===== src/qws_pkg.sv =====
// Shared constants, request codes and controller/datapath interface types.
`timescale 1ns / 1ps

package qws_pkg;

  // Counter and field widths.
  localparam int COUNT_WIDTH = 32;
  localparam int FRAC_BITS   = 8;
  localparam int REQ_W       = 2;
  localparam int CPR_W       = 16;
  localparam int MS_W        = 16;
  localparam int OUT_W       = 32;

  // Request codes carried in req_type.
  localparam logic [REQ_W-1:0] REQ_EDGE_A = 2'd0;
  localparam logic [REQ_W-1:0] REQ_EDGE_B = 2'd1;
  localparam logic [REQ_W-1:0] REQ_SPEED  = 2'd2;

  localparam logic [CPR_W-1:0] CPR_RESET = 16'd4096;
  localparam int MS_PER_SEC  = 1000;
  localparam int SEC_PER_MIN = 60;
  localparam int AVG_SHIFT   = 2;

  // RPM scale factor: milliseconds per minute, in fixed point.
  localparam int RPM_SCALE_VAL = (MS_PER_SEC * SEC_PER_MIN) << FRAC_BITS;
  localparam int K_W           = $clog2(RPM_SCALE_VAL + 1);
  localparam logic [K_W-1:0] RPM_SCALE = K_W'(RPM_SCALE_VAL);

  // Divider widths: numerator is magnitude times scale, denominator cpr times ms.
  localparam int NUM_W     = COUNT_WIDTH + K_W;
  localparam int DEN_W     = CPR_W + MS_W;
  localparam int DIV_CNT_W = $clog2(NUM_W);

  localparam logic [NUM_W-1:0] RPM_POS_MAX =
    {{(NUM_W-OUT_W){1'b0}}, 1'b0, {(OUT_W-1){1'b1}}};
  localparam logic [NUM_W-1:0] RPM_NEG_MAX =
    {{(NUM_W-OUT_W){1'b0}}, 1'b1, {(OUT_W-1){1'b0}}};

  typedef struct packed {
    logic edge_a;    // step channel A counter
    logic edge_b;    // step channel B counter
    logic snap;      // take count deltas and latch the request
    logic mul;       // form numerator and denominator
    logic div_step;  // one quotient bit
    logic finish;    // load the result register
  } cmd_t;

  typedef struct packed {
    logic bad;       // latched request had a zero interval
  } status_t;

endpackage


===== src/qws_ctrl.sv =====
// Controller state machine: request sequencing, divide counter and output valid.
`timescale 1ns / 1ps

module qws_ctrl
  import qws_pkg::*;
(
  input  logic             clk,
  input  logic             rst,
  input  logic             in_valid,
  output logic             in_stall,
  input  logic [REQ_W-1:0] req_type,
  output logic             out_valid,
  input  logic             out_stall,
  input  status_t          status,
  output cmd_t             cmd
);

  localparam logic [1:0] S_IDLE = 2'd0;
  localparam logic [1:0] S_MUL  = 2'd1;
  localparam logic [1:0] S_DIV  = 2'd2;
  localparam logic [1:0] S_DONE = 2'd3;

  logic [1:0]           state, state_next;
  logic [DIV_CNT_W-1:0] div_cnt, div_cnt_next;
  logic                 out_valid_next;
  logic                 accept;
  logic                 out_free;

  assign in_stall = (state != S_IDLE);
  assign accept   = in_valid && !in_stall;
  assign out_free = !out_valid || !out_stall;

  always_comb begin
    state_next     = state;
    div_cnt_next   = div_cnt;
    out_valid_next = out_valid && out_stall;
    cmd            = '0;
    unique case (state)
      S_IDLE: begin
        if (accept) begin
          case (req_type)
            REQ_EDGE_A: cmd.edge_a = 1'b1;
            REQ_EDGE_B: cmd.edge_b = 1'b1;
            REQ_SPEED: begin
              cmd.snap   = 1'b1;
              state_next = S_MUL;
            end
            default: ;
          endcase
        end
      end
      S_MUL: begin
        cmd.mul      = 1'b1;
        div_cnt_next = DIV_CNT_W'(NUM_W - 1);
        state_next   = status.bad ? S_DONE : S_DIV;
      end
      S_DIV: begin
        cmd.div_step = 1'b1;
        div_cnt_next = div_cnt - 1'b1;
        if (div_cnt == '0) begin
          state_next = S_DONE;
        end
      end
      S_DONE: begin
        // Hold the finished request until the result register is free.
        if (out_free) begin
          cmd.finish     = 1'b1;
          out_valid_next = 1'b1;
          state_next     = S_IDLE;
        end
      end
      default: state_next = S_IDLE;
    endcase
  end

  always_ff @(posedge clk) begin
    if (rst) begin
      state     <= S_IDLE;
      div_cnt   <= '0;
      out_valid <= 1'b0;
    end else begin
      state     <= state_next;
      div_cnt   <= div_cnt_next;
      out_valid <= out_valid_next;
    end
  end

endmodule


===== src/qws_dp.sv =====
// Datapath: channel counters, count deltas, multipliers, serial divider, result register.
`timescale 1ns / 1ps

module qws_dp
  import qws_pkg::*;
(
  input  logic                    clk,
  input  logic                    rst,
  input  cmd_t                    cmd,
  input  logic                    level_a,
  input  logic                    level_b,
  input  logic [MS_W-1:0]         interval_ms,
  input  logic                    cfg_write,
  input  logic [CPR_W-1:0]        cfg_data,
  output status_t                 status,
  output logic signed [OUT_W-1:0] rpm_q8,
  output logic signed [OUT_W-1:0] count_change,
  output logic                    clipped,
  output logic                    bad_interval
);

  logic [COUNT_WIDTH-1:0]        count_a, count_b, prev_a, prev_b;
  logic [CPR_W-1:0]              cpr;
  logic [MS_W-1:0]               ms_reg;
  logic                          bad_reg, neg_reg;
  logic signed [COUNT_WIDTH-1:0] delta_reg;
  logic [COUNT_WIDTH-1:0]        mag_reg;
  logic [NUM_W-1:0]              quo;
  logic [DEN_W-1:0]              den, rem;

  logic [COUNT_WIDTH-1:0]        da, db;
  logic [COUNT_WIDTH:0]          sum;
  logic signed [COUNT_WIDTH-1:0] delta;
  logic [COUNT_WIDTH-1:0]        mag;
  logic [CPR_W-1:0]              cpr_eff;
  logic [DEN_W:0]                shifted;
  logic [DEN_W+1:0]              diff;
  logic                          ge;
  logic                          clip;
  logic [OUT_W-1:0]              q_low;

  assign status.bad = bad_reg;

  // A quarter of the sum of the two deltas, rounded toward minus infinity.
  assign da    = count_a - prev_a;
  assign db    = count_b - prev_b;
  assign sum   = {da[COUNT_WIDTH-1], da} + {db[COUNT_WIDTH-1], db};
  assign delta = {{(AVG_SHIFT-1){sum[COUNT_WIDTH]}}, sum[COUNT_WIDTH:AVG_SHIFT]};
  assign mag   = delta[COUNT_WIDTH-1] ? (~delta + 1'b1) : delta;

  assign cpr_eff = (cpr == '0) ? CPR_W'(1) : cpr;

  // Restoring divide step; the numerator register fills with quotient bits.
  assign shifted = {rem, quo[NUM_W-1]};
  assign diff    = {1'b0, shifted} - {2'b00, den};
  assign ge      = !diff[DEN_W+1];

  assign clip  = neg_reg ? (quo > RPM_NEG_MAX) : (quo > RPM_POS_MAX);
  assign q_low = quo[OUT_W-1:0];

  always_ff @(posedge clk) begin
    if (rst) begin
      count_a <= '0;
      count_b <= '0;
      prev_a  <= '0;
      prev_b  <= '0;
      cpr     <= CPR_RESET;
    end else begin
      if (cfg_write) begin
        cpr <= cfg_data;
      end
      if (cmd.edge_a) begin
        count_a <= (level_a == level_b) ? count_a - 1'b1 : count_a + 1'b1;
      end
      if (cmd.edge_b) begin
        count_b <= (level_a != level_b) ? count_b - 1'b1 : count_b + 1'b1;
      end
      if (cmd.snap) begin
        prev_a <= count_a;
        prev_b <= count_b;
      end
    end
  end

  always_ff @(posedge clk) begin
    if (cmd.snap) begin
      delta_reg <= delta;
      mag_reg   <= mag;
      neg_reg   <= delta[COUNT_WIDTH-1];
      ms_reg    <= interval_ms;
      bad_reg   <= (interval_ms == '0);
    end
    if (cmd.mul) begin
      quo <= {{K_W{1'b0}}, mag_reg} * {{COUNT_WIDTH{1'b0}}, RPM_SCALE};
      den <= {{MS_W{1'b0}}, cpr_eff} * {{CPR_W{1'b0}}, ms_reg};
      rem <= '0;
    end
    if (cmd.div_step) begin
      rem <= ge ? diff[DEN_W-1:0] : shifted[DEN_W-1:0];
      quo <= {quo[NUM_W-2:0], ge};
    end
    if (cmd.finish) begin
      count_change <= OUT_W'(delta_reg);
      bad_interval <= bad_reg;
      clipped      <= !bad_reg && clip;
      if (bad_reg) begin
        rpm_q8 <= '0;
      end else if (clip) begin
        rpm_q8 <= neg_reg ? RPM_NEG_MAX[OUT_W-1:0] : RPM_POS_MAX[OUT_W-1:0];
      end else begin
        rpm_q8 <= neg_reg ? (~q_low + 1'b1) : q_low;
      end
    end
  end

endmodule


===== src/quadrature_wheel_speed.sv =====
// Top level: quadrature decoder and speed meter for one wheel.
`timescale 1ns / 1ps

// Edge requests (req_type A or B) step that channel's wrapping counter. A speed
// request takes a quarter of the sum of the two channels' count changes since
// the previous speed request and reports RPM in signed fixed point with
// FRAC_BITS fraction bits, truncated toward zero and saturated to 32 bits. A
// speed request first takes the deltas, then forms numerator and denominator in
// the two multipliers, runs the bit-serial restoring divider for NUM_W quotient
// bits, and finally loads the result register. A zero interval skips the
// divider. A result waiting to be taken does not block edge requests or the
// start of the next speed request. counts_per_rev may be written whenever no
// request is in flight.
module quadrature_wheel_speed
  import qws_pkg::*;
(
  input  logic                    clk,
  input  logic                    rst,
  input  logic                    in_valid,
  output logic                    in_stall,
  input  logic [REQ_W-1:0]        req_type,
  input  logic                    level_a,
  input  logic                    level_b,
  input  logic [MS_W-1:0]         interval_ms,
  input  logic                    cfg_write,
  input  logic [CPR_W-1:0]        cfg_data,
  output logic                    out_valid,
  input  logic                    out_stall,
  output logic signed [OUT_W-1:0] rpm_q8,
  output logic signed [OUT_W-1:0] count_change,
  output logic                    clipped,
  output logic                    bad_interval
);

  cmd_t    cmd;
  status_t status;

  qws_ctrl u_ctrl (
    .clk       (clk),
    .rst       (rst),
    .in_valid  (in_valid),
    .in_stall  (in_stall),
    .req_type  (req_type),
    .out_valid (out_valid),
    .out_stall (out_stall),
    .status    (status),
    .cmd       (cmd)
  );

  qws_dp u_dp (
    .clk          (clk),
    .rst          (rst),
    .cmd          (cmd),
    .level_a      (level_a),
    .level_b      (level_b),
    .interval_ms  (interval_ms),
    .cfg_write    (cfg_write),
    .cfg_data     (cfg_data),
    .status       (status),
    .rpm_q8       (rpm_q8),
    .count_change (count_change),
    .clipped      (clipped),
    .bad_interval (bad_interval)
  );

endmodule

===== config.mk =====
export PLATFORM = sky130hd
export DESIGN_NAME = quadrature_wheel_speed
export DESIGN_NICKNAME = d
export VERILOG_FILES = /design/src/qws_pkg.sv /design/src/qws_ctrl.sv /design/src/qws_dp.sv /design/src/quadrature_wheel_speed.sv
export SDC_FILE = /design/constraint.sdc
export NUM_CORES = 2
export LEC_CHECK = 0
export BUFFER_PORTS_ARGS = -buffer_cell sky130_fd_sc_hd__buf_2
export CAP_MARGIN = 10
export CORE_UTILIZATION = 40
export DETAILED_ROUTE_END_ITERATION = 7
export PLACE_DENSITY_LB_ADDON = 0.15
export SLEW_MARGIN = 20
export SYNTH_ARGS = -nofsm -noshare
export SYNTH_HDL_FRONTEND = slang
export SYNTH_HIERARCHICAL = 1
export SYNTH_SLANG_ARGS = --single-unit

===== constraint.sdc =====
create_clock -name clk -period 10 [get_ports clk]
set_input_delay 2 -clock clk [delete_from_list [all_inputs] [get_ports clk]]
set_output_delay 2 -clock clk [all_outputs]
set_load 0.005 [all_outputs]

# ---- Word level (Yosys, flattened, before mapping)
# Cells that the tools add are included.
dict set report classes {
  add_sub_neg 11
  mul 2
  n_div 0
  n_lt_le_gt_ge 2
  n_eq_ne 11
  n_shift 0
  n_mux 31
  n_bitwise 2
  reduce_logical 18
}
# op count
set ops {}
lappend ops {{two-way mux 32 bit} 8}
lappend ops {{adder 32 x 1 -> 32 bit (second input constant)} 4}
lappend ops {{two-way mux 56 bit} 2}
lappend ops {{NOT 32 bit} 2}
lappend ops {{subtractor 32 x 1 -> 32 bit (second input constant)} 2}
lappend ops {{subtractor 32 bit} 2}
lappend ops {{greater-than comparator 56 x 31 -> 1 bit (second input constant)} 1}
lappend ops {{greater-than comparator 56 x 32 -> 1 bit (second input constant)} 1}
lappend ops {{multiplier 32 x 11 -> 43 bit (second input constant)} 1}
lappend ops {{subtractor 33 x 32 -> 34 bit} 1}
lappend ops {{adder 32 x 32 -> 33 bit} 1}
lappend ops {{logical NOT 16 bit} 2}
lappend ops {{multiplier 16 x 16 -> 32 bit} 1}
lappend ops {{two-way mux 30 bit} 1}
lappend ops {{two-way mux 16 bit} 1}
lappend ops {{one-hot mux 6 bit (2 select lines)} 1}
lappend ops {{two-way mux 1 bit} 11}
lappend ops {{two-way mux 2 bit} 4}
lappend ops {{one-hot mux 2 bit (4 select lines)} 1}
lappend ops {{== test 2 bit (second input constant)} 3}
lappend ops {{logical NOT 6 bit} 1}
lappend ops {{two-way mux 3 bit} 2}
lappend ops {{inequality test 2 x 1 -> 1 bit (second input constant)} 3}
lappend ops {{nonzero test 2 bit} 3}
lappend ops {{other kinds (10)} 18}
dict set report word_totals {
  regBits 419
  latch_bits 0
  ram_bits 0
  romBits 0
  in_bits 41
  out_inout_bits 68
  elab_cells 98
  memories 0
}

# ---- Logic depth before layout (Yosys ltp)
dict set report logic_depth {
  ltp_word 5
  ltp_mapped 27
  mapped_depth_nobuf 26
}

# ---- By module
# The synthesis kept the hierarchy.
# module instances cells_per_inst area_each_um2 seq_area_each_um2
set modules_own_cells {}
lappend modules_own_cells {qws_dp 1 4114 39432.8 10810.4}
lappend modules_own_cells {qws_ctrl 1 64 550.5 180.2}

# ---- Worst setup path after synthesis
# Ideal clock, no wire load.
dict set report synth_timing {
  path_kind {input to register}
  from {in in_valid}
  to {reg u_dp.prev_b[10]}
  setup_time_ps 128
  arrival_time_ps 9145
  required_time_ps 9872
  setup_slack_ps 728
  cell_stages 6
  path_buffers 2
  cell_sequence {nand2_1 > nor3b_1 > clkbuf_1 > buf_1 > mux2i_1 > nor2_1}
}
# element line
set synth_lines {}
lappend synth_lines {{start: declaration} quadrature_wheel_speed.sv:19} ;# input logic in_valid,
lappend synth_lines {{end signal: assignment} qws_dp.sv:80} ;# prev_b <= count_b;
lappend synth_lines {{end: declaration} qws_dp.sv:22} ;# logic [COUNT_WIDTH-1:0] count_a, count_b, prev_a, prev_b;

# ---- Worst setup path after layout
dict set report layout_timing {
  from {reg u_dp.cpr[7]}
  to {reg u_dp.den[30], data pin}
}
dict set report layout_between {
  elab_chain_cells 3
}
# element line
set layout_lines {}
lappend layout_lines {{start: declaration} qws_dp.sv:23} ;# logic [CPR_W-1:0] cpr;
lappend layout_lines {{start signal: assignment} qws_dp.sv:70} ;# cpr <= cfg_data;
lappend layout_lines {{logical NOT 16 bit} qws_dp.sv:51} ;# assign cpr_eff = (cpr == '0) ? CPR_W'(1) : cpr;
lappend layout_lines {{two-way mux 16 bit *} qws_dp.sv:51}
lappend layout_lines {{multiplier 16 x 16 -> 32 bit *} qws_dp.sv:95} ;# den <= {{MS_W{1'b0}}, cpr_eff} * {{CPR_W{1'b0}}, ms_reg};
lappend layout_lines {{end signal: assignment} qws_dp.sv:95}
lappend layout_lines {{end: declaration} qws_dp.sv:29} ;# logic [DEN_W-1:0] den, rem;
# Mark *: on every way between the ends. The rest lies on a longest branch, timed or not.
# A chain may end at the register's enable or synchronous reset.

==> summary.md <==
| Metric | Value |
|---|---|
| Status | `finished, final reports clean` |
| Gpl congestion | `0.821` |
| Layout cells sized above 1 | `6.53%` |
| Post-synthesis compound-gate area fraction | `14.5%` |
| Vias in the first global route | `28400` |
| Max Cap Viol | `0` |
| Nets | `5018` |
| Synthesized instance count | `4178` |
| Commonest non-fill, non-tap cell in the layout | `inv_1` |
| Placed Instances | `5464` |
| Post-DR wirelength/cell | `17.2 microns` |
| CTS Buf Count | `51` |
| Slew Limit Headroom | `37.3%` |
| Synthesized Nets | `4965` |
| Hold Path Cell Cnt | `0` |
| Largest family of logic cells by synthesized area | `adder cells` |
| Unrepaired setup endpoints after global routing | `no` |
| Final setup fails | `0` |
| Vias per cell | `5.22` |
| Global-route wire length before repair | `155000 microns` |
| Worst-Skew Late Latency | `0.63 ns` |
| Worst Skew | `0.0319 ns` |
| Xor/xnor cell area share of the yosys netlist | `5.89%` |
| Seq cells post-synth | `417` |
| Final Worst Setup Slack | `2.92 ns` |
| Final Max Slew Viols | `0` |
| Initial Util | `40.5%` |
| Area leader, netlist | `edfxtp_1` |
| Top cells by area, synth | `edfxtp_1 20%, fa_1 17%, ha_1 13%, dfxtp_1 7.7%, inv_1 4.3%` |
| Synth unique cells | `91` |
| Post-synthesis sequential area ratio | `27.5%` |
| Clk sink count | `417` |
| Final Hold Violating Endpoints | `0` |
| DRC | `0` |
| Fin crit share | `70.8%` |
| Slew @ Worst Pin | `0.941 ns` |
| Worst reg2reg path depth | `23` |
| Slowest-stage cell, CP | `fa_1` |
| Worst Path Required | `10.38 ns` |
| Core Footprint | `98700 sq um` |
| CP Max Fanout | `18` |
| Post-Syn Area | `40000 sq um` |
| Chip Height | `318 microns` |
| Routed WL | `95400 microns` |
| Post-Layout Cell Count | `5560` |
| WS Path Type | `reg -> reg` |
| IO Count | `109` |
| Top reg by flops | `u_dp/quo` |
| Fin crit period | `7.08 ns` |
| Clk pin slew, worst setup/hold paths | `0.06 ns` |
| PostCTS Resize Cnt | `0` |
| Hold Buf Count CTS | `0` |
| Crit path DAT | `7.45 ns` |
| Hpwl dp | `73500 microns` |
| First-pass DRT Iterations | `5` |
| Critical path's largest stage delay | `0.55 ns` |
| HP Class | `reg -> reg` |
| Initial DRC count | `1804` |
| Setup repair bufs after CTS | `0` |
| Via count | `29000` |
| Floorplan row count | `115` |
| Total GRT Usage | `18.8%` |
| Syn Area/Cell | `9.57 sq um` |
| Buffer depth of the longest clock path | `3` |
| Largest net degree at the start of global routing | `98` |
| Post-synth ARST share | `0%` |
| H-tree levels | `2` |
| CP cell instances | `nor4_1 -> a41oi_1 -> buf_4 -> nand2b_1 -> fa_1 -> fa_1 -> inv_1 -> fa_1 -> fa_1 -> fa_1 -> inv_1 -> fa_1 -> inv_1 -> ha_1 -> o21ai_0 -> a21oi_1 -> and3_1 -> a32oi_1 -> a311o_1 -> a31oi_1 -> a21o_1 -> a21oi_1 -> xnor2_1` |
| # fillers | `9568` |
| GRT overflow | `0` |
| CTS tree | `done` |
| CP dominant cell by count | `fa_1` |
| Synth Area in Adders | `29.7%` |
| Crit. End Element | `flop` |
| Initial antenna violation count | `3` |
| Max Clk Rate | `141 MHz` |
| Largest register FFs | `56` |
| Synth top area share | `19.8%` |
| Input/output buffers | `108` |
| Final ANT Viol Nets | `0` |
| Post-synth EDFFs | `264` |
| Die Footprint | `101000 sq um` |
| Setup TNS | `0 ns` |
| Synth warn | `6` |
| DIE WIDTH | `318 microns` |
| Commonest cells after routing, fill and taps aside | `463 x inv_1, 405 x ha_1, 350 x nand2_1` |
| Top FF cell, synth | `edfxtp_1` |
| CTS Root Cell | `clkbuf_16` |
| Final core occ | `44.2%` |
| Post-synthesis mux area share | `3.10%` |
| Synth Area in Simple Gates | `13.6%` |
| Place WS | `2.96 ns` |
| Startpoint Class | `flop` |
| Area delta synth->final | `9.14%` |
stage by stage:
step                area, sq um  hold WS, ns
global route              43600        0.426
floorplan                 40000        0.400
detailed placement        41900        0.405
global placement          41900        0.403
CTS                       43600        0.419
finish                    43600        0.417
final timing paths:
path                                    startpoint                    end  slack [ns]
worst max-delay path                   u_dp/cpr[7]           u_dp/den[30]        2.92
worst min-delay path            u_dp/delta_reg[17]  u_dp/count_change[17]        0.42
worst max register to register         u_dp/cpr[7]           u_dp/den[30]        2.92
worst min register to register  u_dp/delta_reg[17]  u_dp/count_change[17]        0.42
cells in the mapped netlist (9+ instances only):
cell	instances
inv_1	463
ha_1	406
nand2_1	350
fa_1	340
a21oi_1	280
nor2_1	271
edfxtp_1	264
o21ai_0	196
xnor2_1	183
dfxtp_1	153
and2_1	124
mux2i_1	116
a21o_1	112
clkbuf_1	112
xor2_1	86
nand3_1	69
nor3_1	52
nor2b_1	39
o21a_1	39
nand2b_1	38
nand4_1	38
o21bai_1	35
a211oi_1	34
a31oi_1	34
nor4_1	28
o31ai_1	27
and3_1	24
or3_1	21
o211ai_1	20
buf_1	12
or2_2	12
a2111oi_0	9
nor3b_1	9
or4_1	9
layout make-up:
class	instances	area, sq um	share of cell area [%]
Timing Repair Buffer	132	727	1.67
Inverter	464	1740	3.99
Tap cell	1287	1610	3.69
Antenna cell	1	2.50	0.00573
Clock buffer	64	1410	3.23
Multi-Input combinational cell	3165	26800	61.4
Sequential cell	417	11000	25.2
Clock inverter	30	364	0.834
critical path: cells and delay by family, from the launching register on:
family,cells,cell delay [ns]
AND/OR/NAND/NOR,3,0.76
adder cells (fa/ha/maj),7,3.52
AO/OA/AOI/OAI,8,1.52
buffers and inverters,4,0.36
flip-flops,1,0.54
XOR/XNOR,1,0.13
cell families (layout without fill, tap and decap cells):
family,count (synthesis),count (layout)
XOR/XNOR,269,269
multiplexers,123,123
adder cells (fa/ha/maj),746,746
other,1,2
flip-flops,417,417
AND/OR/NAND/NOR,1119,1119
buffers and inverters,596,690
AO/OA/AOI/OAI,907,907
layer usage:
metal / up-vias / wire length, microns / global-route usage [%]
li1: 14600 / - / -
met1: 13900 / 50300 / 28.9
met2: 448 / 40100 / 28.2
met3: 93 / 3550 / 2.16
met4: 0 / 1460 / 3.86
met5: - / 0 / 0
Power is not shown: default switching activity piles up to over one toggle a cycle in this logic, so the estimate is an artifact.
